File: src/rtl/ucfc_pkg.sv
package ucfc_pkg;

    localparam int FRAME_BUF_SIZE = 64;
    localparam int POS_W          = $clog2(FRAME_BUF_SIZE);
    localparam int TGT_W          = 9;
    localparam int CNT_W          = (POS_W > TGT_W) ? POS_W : TGT_W;

    localparam logic [POS_W-1:0] POS_LIMIT = POS_W'(FRAME_BUF_SIZE - 1);
    localparam logic [POS_W-1:0] PREFIX_LEN = POS_W'(4);
    localparam logic [POS_W-1:0] LEN_POS    = POS_W'(3);

    localparam logic [7:0] BINARY_START = 8'h32;
    localparam logic [7:0] TEXT_START   = 8'h43;
    localparam logic [7:0] CHAR_LF      = 8'h0A;
    localparam logic [7:0] CHAR_CR      = 8'h0D;
    localparam logic [TGT_W-1:0] LEN_BIAS = TGT_W'(5);

    localparam logic [7:0] CMD_PREFIX [4] = '{8'h43, 8'h4D, 8'h44, 8'h3A};

    typedef enum logic [1:0] {
        FM_IDLE   = 2'd0,
        FM_TEXT   = 2'd1,
        FM_BINARY = 2'd2,
        FM_RADIO  = 2'd3
    } frame_mode_t;

    typedef enum logic [1:0] {
        KIND_BINARY = 2'd0,
        KIND_TEXT   = 2'd1,
        KIND_RADIO  = 2'd2
    } kind_t;

    typedef enum logic [1:0] {
        VERDICT_CONTINUE = 2'd0,
        VERDICT_COMMAND  = 2'd1,
        VERDICT_RADIO    = 2'd2,
        VERDICT_DROP     = 2'd3
    } verdict_t;

    typedef struct packed {
        logic [7:0] data_byte;
        logic [5:0] byte_index;
        kind_t      frame_kind;
        logic       frame_last;
        verdict_t   verdict;
        logic [5:0] frame_len;
    } result_t;

endpackage

File: src/rtl/ucfc_item_if.sv
interface ucfc_item_if;
    logic       valid;
    logic       ready;
    logic [7:0] rx_byte;

    modport source (output valid, output rx_byte, input ready);
    modport sink (input valid, input rx_byte, output ready);
endinterface

File: src/rtl/ucfc_result_if.sv
interface ucfc_result_if;
    logic       valid;
    logic       ready;
    logic [7:0] data_byte;
    logic [5:0] byte_index;
    logic [1:0] frame_kind;
    logic       frame_last;
    logic [1:0] verdict;
    logic [5:0] frame_len;

    modport source (
        output valid, output data_byte, output byte_index, output frame_kind,
        output frame_last, output verdict, output frame_len, input ready
    );
    modport sink (
        input valid, input data_byte, input byte_index, input frame_kind,
        input frame_last, input verdict, input frame_len, output ready
    );
endinterface

File: src/rtl/ucfc_frame_tracker.sv
module ucfc_frame_tracker (
    input  logic               clk,
    input  logic               rst_n,
    input  logic               step,
    input  logic [7:0]         rx_byte,
    output ucfc_pkg::result_t  result
);

    logic [ucfc_pkg::POS_W-1:0] pos_reg, pos_next;
    ucfc_pkg::frame_mode_t      mode_reg, mode_next;
    logic [ucfc_pkg::TGT_W-1:0] target_reg, target_next;
    logic                       prefix_reg, prefix_next;

    ucfc_pkg::frame_mode_t      mode_eff;
    logic                       prefix_eff;
    logic [ucfc_pkg::TGT_W-1:0] target_eff;
    logic [ucfc_pkg::POS_W-1:0] count;
    logic [ucfc_pkg::CNT_W-1:0] count_wide;
    logic [ucfc_pkg::CNT_W-1:0] target_wide;
    ucfc_pkg::verdict_t         verdict;
    ucfc_pkg::kind_t            kind;
    logic                       is_eol;

    always_comb
    begin
        // first byte picks the frame kind
        if (pos_reg == '0)
        begin
            priority if (rx_byte == ucfc_pkg::BINARY_START)
                mode_eff = ucfc_pkg::FM_BINARY;
            else if (rx_byte == ucfc_pkg::TEXT_START)
                mode_eff = ucfc_pkg::FM_TEXT;
            else
                mode_eff = ucfc_pkg::FM_RADIO;
        end
        else
        begin
            mode_eff = mode_reg;
        end

        prefix_eff = (pos_reg == '0) ? 1'b1 : prefix_reg;
        if (pos_reg < ucfc_pkg::PREFIX_LEN &&
            rx_byte != ucfc_pkg::CMD_PREFIX[pos_reg[1:0]])
            prefix_eff = 1'b0;

        // count saturates at the buffer limit
        count = (pos_reg < ucfc_pkg::POS_LIMIT) ? pos_reg + 1'b1 : pos_reg;
        count_wide = ucfc_pkg::CNT_W'(count);

        target_eff = target_reg;
        if (mode_eff == ucfc_pkg::FM_BINARY && count == ucfc_pkg::LEN_POS)
            target_eff = {1'b0, rx_byte} + ucfc_pkg::LEN_BIAS;
        target_wide = ucfc_pkg::CNT_W'(target_eff);

        is_eol = (rx_byte == ucfc_pkg::CHAR_LF) || (rx_byte == ucfc_pkg::CHAR_CR);

        verdict = ucfc_pkg::VERDICT_CONTINUE;
        if (mode_eff == ucfc_pkg::FM_BINARY)
        begin
            if (target_eff != '0 && count_wide >= target_wide)
                verdict = ucfc_pkg::VERDICT_COMMAND;
        end
        else if (is_eol)
        begin
            if (mode_eff == ucfc_pkg::FM_TEXT && count >= ucfc_pkg::PREFIX_LEN
                && prefix_eff)
                verdict = ucfc_pkg::VERDICT_COMMAND;
            else
                verdict = ucfc_pkg::VERDICT_RADIO;
        end
        if (verdict == ucfc_pkg::VERDICT_CONTINUE && count >= ucfc_pkg::POS_LIMIT)
            verdict = ucfc_pkg::VERDICT_DROP;

        unique case (mode_eff)
            ucfc_pkg::FM_BINARY: kind = ucfc_pkg::KIND_BINARY;
            ucfc_pkg::FM_TEXT:   kind = ucfc_pkg::KIND_TEXT;
            default:             kind = ucfc_pkg::KIND_RADIO;
        endcase

        result.data_byte  = rx_byte;
        result.byte_index = 6'(pos_reg);
        result.frame_kind = kind;
        result.frame_last = (verdict != ucfc_pkg::VERDICT_CONTINUE);
        result.verdict    = verdict;
        result.frame_len  = (verdict != ucfc_pkg::VERDICT_CONTINUE) ? 6'(count) : 6'd0;

        pos_next    = pos_reg;
        mode_next   = mode_reg;
        target_next = target_reg;
        prefix_next = prefix_reg;
        if (step)
        begin
            if (verdict != ucfc_pkg::VERDICT_CONTINUE)
            begin
                pos_next    = '0;
                mode_next   = ucfc_pkg::FM_IDLE;
                target_next = '0;
                prefix_next = 1'b1;
            end
            else
            begin
                pos_next    = count;
                mode_next   = mode_eff;
                target_next = target_eff;
                prefix_next = prefix_eff;
            end
        end
    end

    always_ff @(posedge clk or negedge rst_n)
    begin
        if (!rst_n)
        begin
            pos_reg    <= '0;
            mode_reg   <= ucfc_pkg::FM_IDLE;
            target_reg <= '0;
            prefix_reg <= 1'b1;
        end
        else
        begin
            pos_reg    <= pos_next;
            mode_reg   <= mode_next;
            target_reg <= target_next;
            prefix_reg <= prefix_next;
        end
    end

    // a finished frame restarts at position zero
    assert property (@(posedge clk) disable iff (!rst_n)
        step && result.frame_last |=> pos_reg == '0)
        else $error("frame end did not clear position");

    // mid-frame the mode is always known
    assert property (@(posedge clk) disable iff (!rst_n)
        pos_reg != '0 |-> mode_reg != ucfc_pkg::FM_IDLE)
        else $error("open frame without a mode");

    // binary length is only known from the third byte on
    assert property (@(posedge clk) disable iff (!rst_n)
        target_reg != '0 |-> mode_reg == ucfc_pkg::FM_BINARY && pos_reg >= ucfc_pkg::LEN_POS)
        else $error("binary length set outside a binary frame");

endmodule

File: src/rtl/usb_command_frame_classifier_core.sv
// each byte passes the input register, then the result register
// throughput: one byte per cycle, sustained while the result side keeps taking transfers
// the classification of each byte is short logic between the input and result registers
// reset: rst_n clears both pipeline valids and the frame tracking state, so the next byte
// opens a new frame
module usb_command_frame_classifier_core (
    input  logic                 clk,
    input  logic                 rst_n,
    ucfc_item_if.sink            item,
    ucfc_result_if.source        result
);

    logic               s1_valid_reg;
    logic [7:0]         s1_byte_reg;
    logic               out_valid_reg;
    ucfc_pkg::result_t  out_reg;
    ucfc_pkg::result_t  classified;
    logic               advance;
    logic               step;

    assign advance    = !out_valid_reg || result.ready;
    assign step       = s1_valid_reg && advance;
    assign item.ready = !s1_valid_reg || advance;

    ucfc_frame_tracker u_tracker (
        .clk     (clk),
        .rst_n   (rst_n),
        .step    (step),
        .rx_byte (s1_byte_reg),
        .result  (classified)
    );

    always_ff @(posedge clk or negedge rst_n)
    begin
        if (!rst_n)
        begin
            s1_valid_reg  <= 1'b0;
            out_valid_reg <= 1'b0;
        end
        else
        begin
            if (item.ready)
                s1_valid_reg <= item.valid;
            if (advance)
                out_valid_reg <= s1_valid_reg;
        end
    end

    always_ff @(posedge clk)
    begin
        if (item.valid && item.ready)
            s1_byte_reg <= item.rx_byte;
        if (step)
            out_reg <= classified;
    end

    assign result.valid      = out_valid_reg;
    assign result.data_byte  = out_reg.data_byte;
    assign result.byte_index = out_reg.byte_index;
    assign result.frame_kind = out_reg.frame_kind;
    assign result.frame_last = out_reg.frame_last;
    assign result.verdict    = out_reg.verdict;
    assign result.frame_len  = out_reg.frame_len;

    assert property (@(posedge clk) disable iff (!rst_n)
        out_valid_reg |-> out_reg.frame_last == (out_reg.verdict != ucfc_pkg::VERDICT_CONTINUE))
        else $error("frame_last and verdict disagree");

    assert property (@(posedge clk) disable iff (!rst_n)
        out_valid_reg && !out_reg.frame_last |-> out_reg.frame_len == 6'd0)
        else $error("length shown on a continuing byte");

    assert property (@(posedge clk) disable iff (!rst_n)
        out_valid_reg |-> out_reg.frame_kind <= ucfc_pkg::KIND_RADIO)
        else $error("invalid frame kind");

    // a byte in the input stage held back only while the result is stalled
    assert property (@(posedge clk) disable iff (!rst_n)
        s1_valid_reg && !step |-> out_valid_reg && !result.ready)
        else $error("input stage stalled without back pressure");

endmodule

File: src/flat_wrapper.sv
// flat-port wrapper written by rule: the top's interface ports become plain ports
module usb_command_frame_classifier_core_flat 
  (clk, rst_n, item_valid, item_rx_byte, item_ready, result_valid, result_data_byte, result_byte_index, result_frame_kind, result_frame_last, result_verdict, result_frame_len, result_ready);
  ucfc_item_if item_i ();
  ucfc_result_if result_i ();
  input  logic clk;
  input  logic rst_n;
  input wire logic [$bits(item_i.valid)-1:0] item_valid;
  input wire logic [$bits(item_i.rx_byte)-1:0] item_rx_byte;
  output wire logic [$bits(item_i.ready)-1:0] item_ready;
  output wire logic [$bits(result_i.valid)-1:0] result_valid;
  output wire logic [$bits(result_i.data_byte)-1:0] result_data_byte;
  output wire logic [$bits(result_i.byte_index)-1:0] result_byte_index;
  output wire logic [$bits(result_i.frame_kind)-1:0] result_frame_kind;
  output wire logic [$bits(result_i.frame_last)-1:0] result_frame_last;
  output wire logic [$bits(result_i.verdict)-1:0] result_verdict;
  output wire logic [$bits(result_i.frame_len)-1:0] result_frame_len;
  input wire logic [$bits(result_i.ready)-1:0] result_ready;
  assign item_i.valid = item_valid;
  assign item_i.rx_byte = item_rx_byte;
  assign item_ready = item_i.ready;
  assign result_valid = result_i.valid;
  assign result_data_byte = result_i.data_byte;
  assign result_byte_index = result_i.byte_index;
  assign result_frame_kind = result_i.frame_kind;
  assign result_frame_last = result_i.frame_last;
  assign result_verdict = result_i.verdict;
  assign result_frame_len = result_i.frame_len;
  assign result_i.ready = result_ready;
  usb_command_frame_classifier_core u_core (.clk(clk), .rst_n(rst_n), .item(item_i), .result(result_i));
endmodule
File: config.mk
export PLATFORM = sky130hd
export DESIGN_NAME = usb_command_frame_classifier_core_flat
export DESIGN_NICKNAME = d
export VERILOG_FILES = /design/src/rtl/ucfc_pkg.sv /design/src/rtl/ucfc_item_if.sv /design/src/rtl/ucfc_result_if.sv /design/src/rtl/ucfc_frame_tracker.sv /design/src/rtl/usb_command_frame_classifier_core.sv /design/src/flat_wrapper.sv
export SDC_FILE = /design/constraint.sdc
export NUM_CORES = 1
export LEC_CHECK = 0
export ABC_CLOCK_PERIOD_IN_PS = 4200
export BUFFER_PORTS_ARGS = -buffer_cell sky130_fd_sc_hd__buf_2
export CORE_AREA = 2 2 79 81
export CTS_CLUSTER_SIZE = 10
export DETAILED_ROUTE_END_ITERATION = 10
export DIE_AREA = 0 0 81 83
export GPL_TIMING_DRIVEN = 0
export PLACE_DENSITY = 0.85
export SKIP_LAST_GASP = 1
export SYNTH_ARGS = -nofsm -noshare
export SYNTH_HDL_FRONTEND = slang
export SYNTH_HIERARCHICAL = 1
export SYNTH_SLANG_ARGS = --single-unit
File: constraint.sdc
create_clock -name clk -period 4.2 [get_ports clk]
set_input_delay 0.63 -clock clk [delete_from_list [all_inputs] [get_ports clk]]
set_output_delay 0.63 -clock clk [all_outputs]
set_load 0.01 [all_outputs]
==> reports/qor.csv, run 1 <==
metric,value,unit
drt-initial-drc-count,231,
synth_area,0.00297,sq mm
synth_ff_type,edfxtp_1,
nets,352,
postRouteAntennaNets,0,
reg2reg_depth,16,
clock_sinks,53,
async_flop_share,0.377,
tns,0,ps
cts-buffers-inserted,5,
drc,0,
yosysSeqAreaShare,0.503,
crit_fanout,10,
setup_viol,0,
cts_tree,yes,
fp.coreArea,0.00582,sq mm
path_clk_slew,100,ps
grt_max_degree,32,
drv_cap,0,
die_w,81,um
dieArea,0.00672,sq mm
clk_path_buf_depth,2,
wl,6770,um
fmax,242,MHz
dp_hpwl,4390,um
cp-start-kind,register,
wl_per_cell,16.8,um
gp_congestion,0.910,
min_path_type,in -> async,
n_antenna_cell,0,
grt_overflow,0,
dr.pass1.iters,5,
fillers,459,
finalWorstPathRequiredPeriod,4140,ps
yosysWarnings,6,
largest_reg_flops,9,
clock_latency,310,ps
grt_usage,0.202,
power_per_cell_area,628,mW/mm^2
rows,28,
grt_first_pass_wirelength,10500,um
hold_violations,0,
worstSetupEndpointType,register,
synth_cell_type_count,61,
numPlacedInstances,376,
layout-drive-gt1-share,0.352,
drv_slew,0,
worstMarginPinSlew,765,ps
leakage,1.48,nW
peakVddDrop,0.311,mV
cp.arrival,4220,ps
place_ws,-221,ps
synthCells,263,
synth_edf_count,33,
finClkSkew,9.91,ps
grt_pass1_vias,2261,
relSlewSlack,0.490,
vias,2385,
setup_slack,59.3,ps
antenna_found_initial,0,
cts-root-buf,clkbuf_8,
syn_nets,289,
avgSynthCellArea,11.3,sq um
h-tree-depth,2,
area.growth.synth_to_final,19.8,%
io_buffers,38,
status,"finished, final reports clean",
viasPerCell,5.93,
path_class,reg -> reg,
initial_utilization,0.510,
required,4280,ps
ys_seq_elements,53,
ios,39,
die_h,83,um
post-route-period-util,0.986,
layout.cells.non_filler,402,
## path summary, 6_finish.rpt
| check | from | slack, ps | endpoint |
|---|---|---|---|
| worst min-delay path | rst_n | 260 | u_core/u_tracker/mode_reg[0]$_DFFE_PN0P_ |
| worst max-delay path | u_core/u_tracker/pos_reg[0]$_DFFE_PN0P_ | 60 | u_core/result.frame_len[4]$_DFFE_PP_ |
| worst min register to register | u_core/u_tracker/pos_reg[5]$_DFFE_PN0P_ | 460 | u_core/result.byte_index[5]$_DFFE_PP_ |
| min in group clk | u_core/u_tracker/pos_reg[5]$_DFFE_PN0P_ | 460 | u_core/result.byte_index[5]$_DFFE_PP_ |
| worst max register to register | u_core/u_tracker/pos_reg[0]$_DFFE_PN0P_ | 60 | u_core/result.frame_len[4]$_DFFE_PP_ |
| max in group asynchronous | rst_n | 3580 | u_core/u_tracker/pos_reg[2]$_DFFE_PN0P_ |
## worst max-delay path: stages (launching register included)
cell and delay [ps]:
dfrtp_1 430, buf_6 150, inv_1 80, ha_1 330, inv_1 80, o32a_2 410, nor3b_4 210, buf_6 150
mux2_2 340, ha_1 260, nand2b_1 140, a2111oi_0 460, o31a_2 250, or2_4 150, o21ai_4 110, buf_6 210
and2_1 150
## logic make-up (layout without fill, tap and decap cells)
logic type / after synthesis / count (layout) / synth area share
fa+ha+maj: 14 / 14 / 0.0590
compound gates: 59 / 59 / 0.148
flops: 53 / 53 / 0.503
buf+inv: 36 / 100 / 0.0746
xor+xnor: 9 / 9 / 0.0266
mux: 8 / 8 / 0.0299
simple gates: 84 / 84 / 0.159
## per-stage QoR
stage / hold slack [ps] / power (W) / util / cell area, sq um
3_3_place_gp: 430 / 0.00170 / 0.559 / 3250
2_1_floorplan: 334 / 0.00150 / - / 2970
4_1_cts: 267 / 0.00211 / 0.588 / 3420
6_report: 259 / 0.00223 / 0.611 / 3550
5_1_grt: 295 / 0.00238 / 0.611 / 3550
3_5_place_dp: 435 / 0.00176 / 0.559 / 3250
## synth_stat cells, drive strengths merged, types with 2 or more instances
| cell | instances | area share |
|---|---|---|
| a2111oi | 2 | 0.0059 |
| a21o | 2 | 0.0055 |
| a21oi | 9 | 0.016 |
| a22oi | 2 | 0.0067 |
| a31oi | 3 | 0.0063 |
| a32o | 4 | 0.013 |
| and2 | 7 | 0.016 |
| buf | 17 | 0.049 |
| dfrtp | 19 | 0.16 |
| edfxtp | 33 | 0.33 |
| ha | 14 | 0.059 |
| inv | 17 | 0.022 |
| mux2 | 4 | 0.016 |
| mux2i | 4 | 0.013 |
| nand2 | 28 | 0.035 |
| nand2b | 6 | 0.013 |
| nand3 | 4 | 0.011 |
| nand4 | 2 | 0.0042 |
| nor2 | 12 | 0.015 |
| nor3 | 10 | 0.022 |
| nor4 | 3 | 0.0063 |
| nor4b | 2 | 0.0059 |
| o21ai | 15 | 0.030 |
| o22ai | 6 | 0.013 |
| o2bb2ai | 3 | 0.0089 |
| o31a | 2 | 0.0063 |
| o31ai | 4 | 0.010 |
| or2 | 3 | 0.0063 |
| or4 | 2 | 0.0051 |
| xnor2 | 7 | 0.021 |
| xor2 | 2 | 0.0059 |
## cells in the final DEF (no fill, tap or decap), types with 2 or more instances in the layout
master / synthesis / layout
xnor2_1: 7 / 7
clkinvlp_4: 0 / 2
xor2_1: 2 / 2
a32o_1: 4 / 4
o31ai_1: 4 / 4
nand4_1: 2 / 2
ha_1: 14 / 13
dfrtp_1: 19 / 16
buf_2: 1 / 39
buf_4: 11 / 29
mux2_2: 3 / 3
edfxtp_1: 33 / 33
o21ai_0: 13 / 12
buf_6: 5 / 5
and2_1: 6 / 5
clkbuf_8: 0 / 5
nor4_4: 0 / 2
o21ai_2: 1 / 2
or2_1: 2 / 2
a2111oi_0: 2 / 2
dfrtp_2: 0 / 3
nand2b_1: 6 / 6
a31oi_1: 3 / 3
nor3_1: 8 / 8
o22ai_1: 6 / 6
inv_2: 2 / 2
or4_1: 2 / 2
nor4b_1: 2 / 2
nor2_1: 12 / 12
nand3_1: 3 / 3
mux2i_1: 4 / 4
a21oi_1: 8 / 8
o2bb2ai_1: 3 / 3
nand2_1: 28 / 27
inv_1: 15 / 15
## metal layers
layer	vias to the layer above	share of wire	GRT usage	wire, um
met3	23	0.078	0.0370	530
met5	-	0	0	0
li1	1081	-	-	-
met1	1134	0.37	0.250	2530
met4	0	0.028	0.0832	187
met2	147	0.52	0.341	3520
## timing repair
action	in CTS	in global routing
hold buffers	0	0
pin swaps	2	2
setup buffers	6	12
endpoints found under the setup margin	26	27
gates resized for setup	5	10
## power breakdown
part           switching [W]  total (W)  internal, W
logic               0.000632    0.00114     0.000503
registers          0.0000912   0.000797     0.000706
clock network       0.000178   0.000300     0.000121
## final cells by class
type,count,area (sq um),area share
buffer,19,158,0.0444
clock buffer,5,68.8,0.0194
clock inverter,3,26.3,0.00739
inverter,17,63.8,0.0180
multi-input combinational,174,1320,0.372
sequential,53,1500,0.421
tap,75,93.8,0.0264
timing repair buffer,56,325,0.0915
Power figures use the tool's default switching activity.
==> run 2, diff against run 1 <==
Settings changed: CORE_AREA 2 2 79 81 to 2 2 96 98, DIE_AREA 0 0 81 83 to 0 0 98 100, PLACE_DENSITY 0.85 to 0.65.
==> run 2 against run 1 <==
  * Clock skew about the same
  * Global-route usage down 7.0 points
  * Routed wire length decreased by 3.1%
  * Hold slack better by 15 ps
  * Power decreased by 1.3%
  * Setup slack gained 34 ps
  * Fmax is 0.83% higher
  * Highest routed layer unchanged
  * Register-to-register slack better by 30 ps
  * Critical path depth is the same
  * Sequential share of layout area is 0.27 points lower
  * Largest cell class unchanged
  * Non-clock buffer count shrank 2
  * Critical path type unchanged
  * Via count decreased by 7.8%
==> reports/qor.csv, run 2 (synthesis results as in run 1) <==
metric,value,unit
status,"finished, final reports clean",
cpMostUsedCell,buf_6,
crit_fanout,10,
largest_reg_flops,9,
post-route-period-util,0.978,
slowest_delay,480,ps
layout.cells.non_filler,436,
grt_usage,0.133,
drc,0,
required,4260,ps
initial_utilization,0.334,
worstMarginPinSlew,763,ps
dpl_cell_area,0.00330,sq mm
finClkSkew,9.61,ps
dp_hpwl,4510,um
relSlewSlack,0.491,
fillers,870,
cts_tree,yes,
vias,2198,
clock_sinks,53,
power_per_cell_area,616,mW/mm^2
cts-buffers-inserted,5,
cp.arrival,4170,ps
wl,6560,um
dr.pass1.iters,4,
path_class,reg -> reg,
die_h,100,um
drv_cap,0,
setup_viol,0,
wl_per_cell,15.0,um
hold_violations,0,
grt_pass1_vias,2184,
fp.coreArea,0.00889,sq mm
layout-drive-gt1-share,0.338,
postRouteAntennaNets,0,
grt_first_pass_wirelength,10400,um
ios,39,
cts-root-buf,clkbuf_8,
gp_congestion,0.839,
antenna_found_initial,0,
min_path_type,in -> async,
cp-start-kind,register,
critPathSlowestCell,a2111oi_1,
rows,35,
clk_path_buf_depth,2,
finalWorstPathRequiredPeriod,4110,ps
grt_overflow,0,
worstSetupEndpointType,register,
drv_slew,0,
fmax,244,MHz
crit_chain,"buf_6, inv_1, ha_1, inv_1, o32a_2, nor3b_4, buf_6, mux2_2, ha_1, nand2b_1, a2111oi_1, o31a_2, or2_4, o21ai_4, buf_6, and2_1",
h-tree-depth,2,
layout_commonest_cell,buf_2,
final_cell_mix,"39 x buf_2, 33 x edfxtp_1, 27 x buf_4, 27 x nand2_1, 17 x dfrtp_1",
path_clk_slew,100,ps
fin_area,0.00357,sq mm
clock_latency,300,ps
numPlacedInstances,412,
peakVddDrop,0.260,mV
leakage,1.48,nW
die_w,98,um
regToRegSetupSlack,90,ps
viasPerCell,5.04,
area.growth.synth_to_final,20.5,%
io_buffers,38,
dieArea,0.00980,sq mm
nets,350,
n_antenna_cell,0,
drt-initial-drc-count,68,
grt_max_degree,32,
==> run 2: changes by cell type in the layout (fill, tap and decap cells not counted), sizes merged <==
cell	previous run	this run
clkinvlp	2	1
buf	73	71
clkbuf	6	8
inv	18	17
==> run 2: per-layer routing <==
layer  global-route usage  vias up  wire length, um
met5                    0        -                0
met1                0.167     1071             2900
met2                0.228       42             3370
met4               0.0406        0               68
met3               0.0299        9              218
li1                     -     1076                -
==> run 2: stage by stage <==
step	setup slack, ps	power (W)	util	hold WS, ps	TNS, ps
after floorplan	210	0.00150	-	334	0
after global placement	-287	0.00173	0.371	433	-3800
after detailed placement	-301	0.00176	0.371	441	-4510
after CTS	31.4	0.00213	0.391	281	0
after global routing	-61.7	0.00236	0.402	295	-75.9
final	93.5	0.00220	0.402	274	0
==> run 2: critical path: cells and delay by family, from the launching register on <==
family                     cells  cell delay, ps
and+or+nand+nor                4             660
buffers and inverters          5             630
adders and majority gates      2             590
AOI/OAI and AO/OA              4            1230
DFF                            1             420
muxes                          1             330
==> run 2: cell type report <==
| type | count | area, sq um | area share |
|---|---|---|---|
| Multi-Input combinational cell | 174 | 1320 | 0.368 |
| Timing Repair Buffer | 54 | 310 | 0.0868 |
| Buffer | 19 | 158 | 0.0441 |
| Sequential cell | 53 | 1500 | 0.418 |
| Inverter | 17 | 63.8 | 0.0179 |
| Clock inverter | 1 | 7.51 | 0.00210 |
| Tap cell | 111 | 139 | 0.0389 |
| Clock buffer | 7 | 86.3 | 0.0242 |
==> run 2: final timing paths <==
| kind | cells after the start | start | endpoint |
|---|---|---|---|
| max | 16 | u_core/u_tracker/pos_reg[0]$_DFFE_PN0P_ | u_core/result.frame_len[4]$_DFFE_PP_ |
| min | 1 | rst_n | u_core/result.valid$_DFFE_PN0P_ |
| max reg2reg | 16 | u_core/u_tracker/pos_reg[0]$_DFFE_PN0P_ | u_core/result.frame_len[4]$_DFFE_PP_ |
| min reg2reg | 0 | u_core/u_tracker/pos_reg[5]$_DFFE_PN0P_ | u_core/result.byte_index[5]$_DFFE_PP_ |
| max in group asynchronous | 1 | rst_n | u_core/u_tracker/pos_reg[2]$_DFFE_PN0P_ |
| min in group clk | 0 | u_core/u_tracker/pos_reg[5]$_DFFE_PN0P_ | u_core/result.byte_index[5]$_DFFE_PP_ |
==> run 2: repair_timing <==
action                     CTS  global route
gates resized for setup      6             8
cloned                       0             0
pin swaps                    1             2
setup buffers                9             7
hold buffers                 0             0
setup endpoints to repair   27            26
==> run 2: power breakdown <==
part / switching [W] / internal, W / total [W]
Clock: 0.000169 / 0.000134 / 0.000303
Sequential: 0.0000901 / 0.000705 / 0.000795
Combinational: 0.000607 / 0.000497 / 0.00110
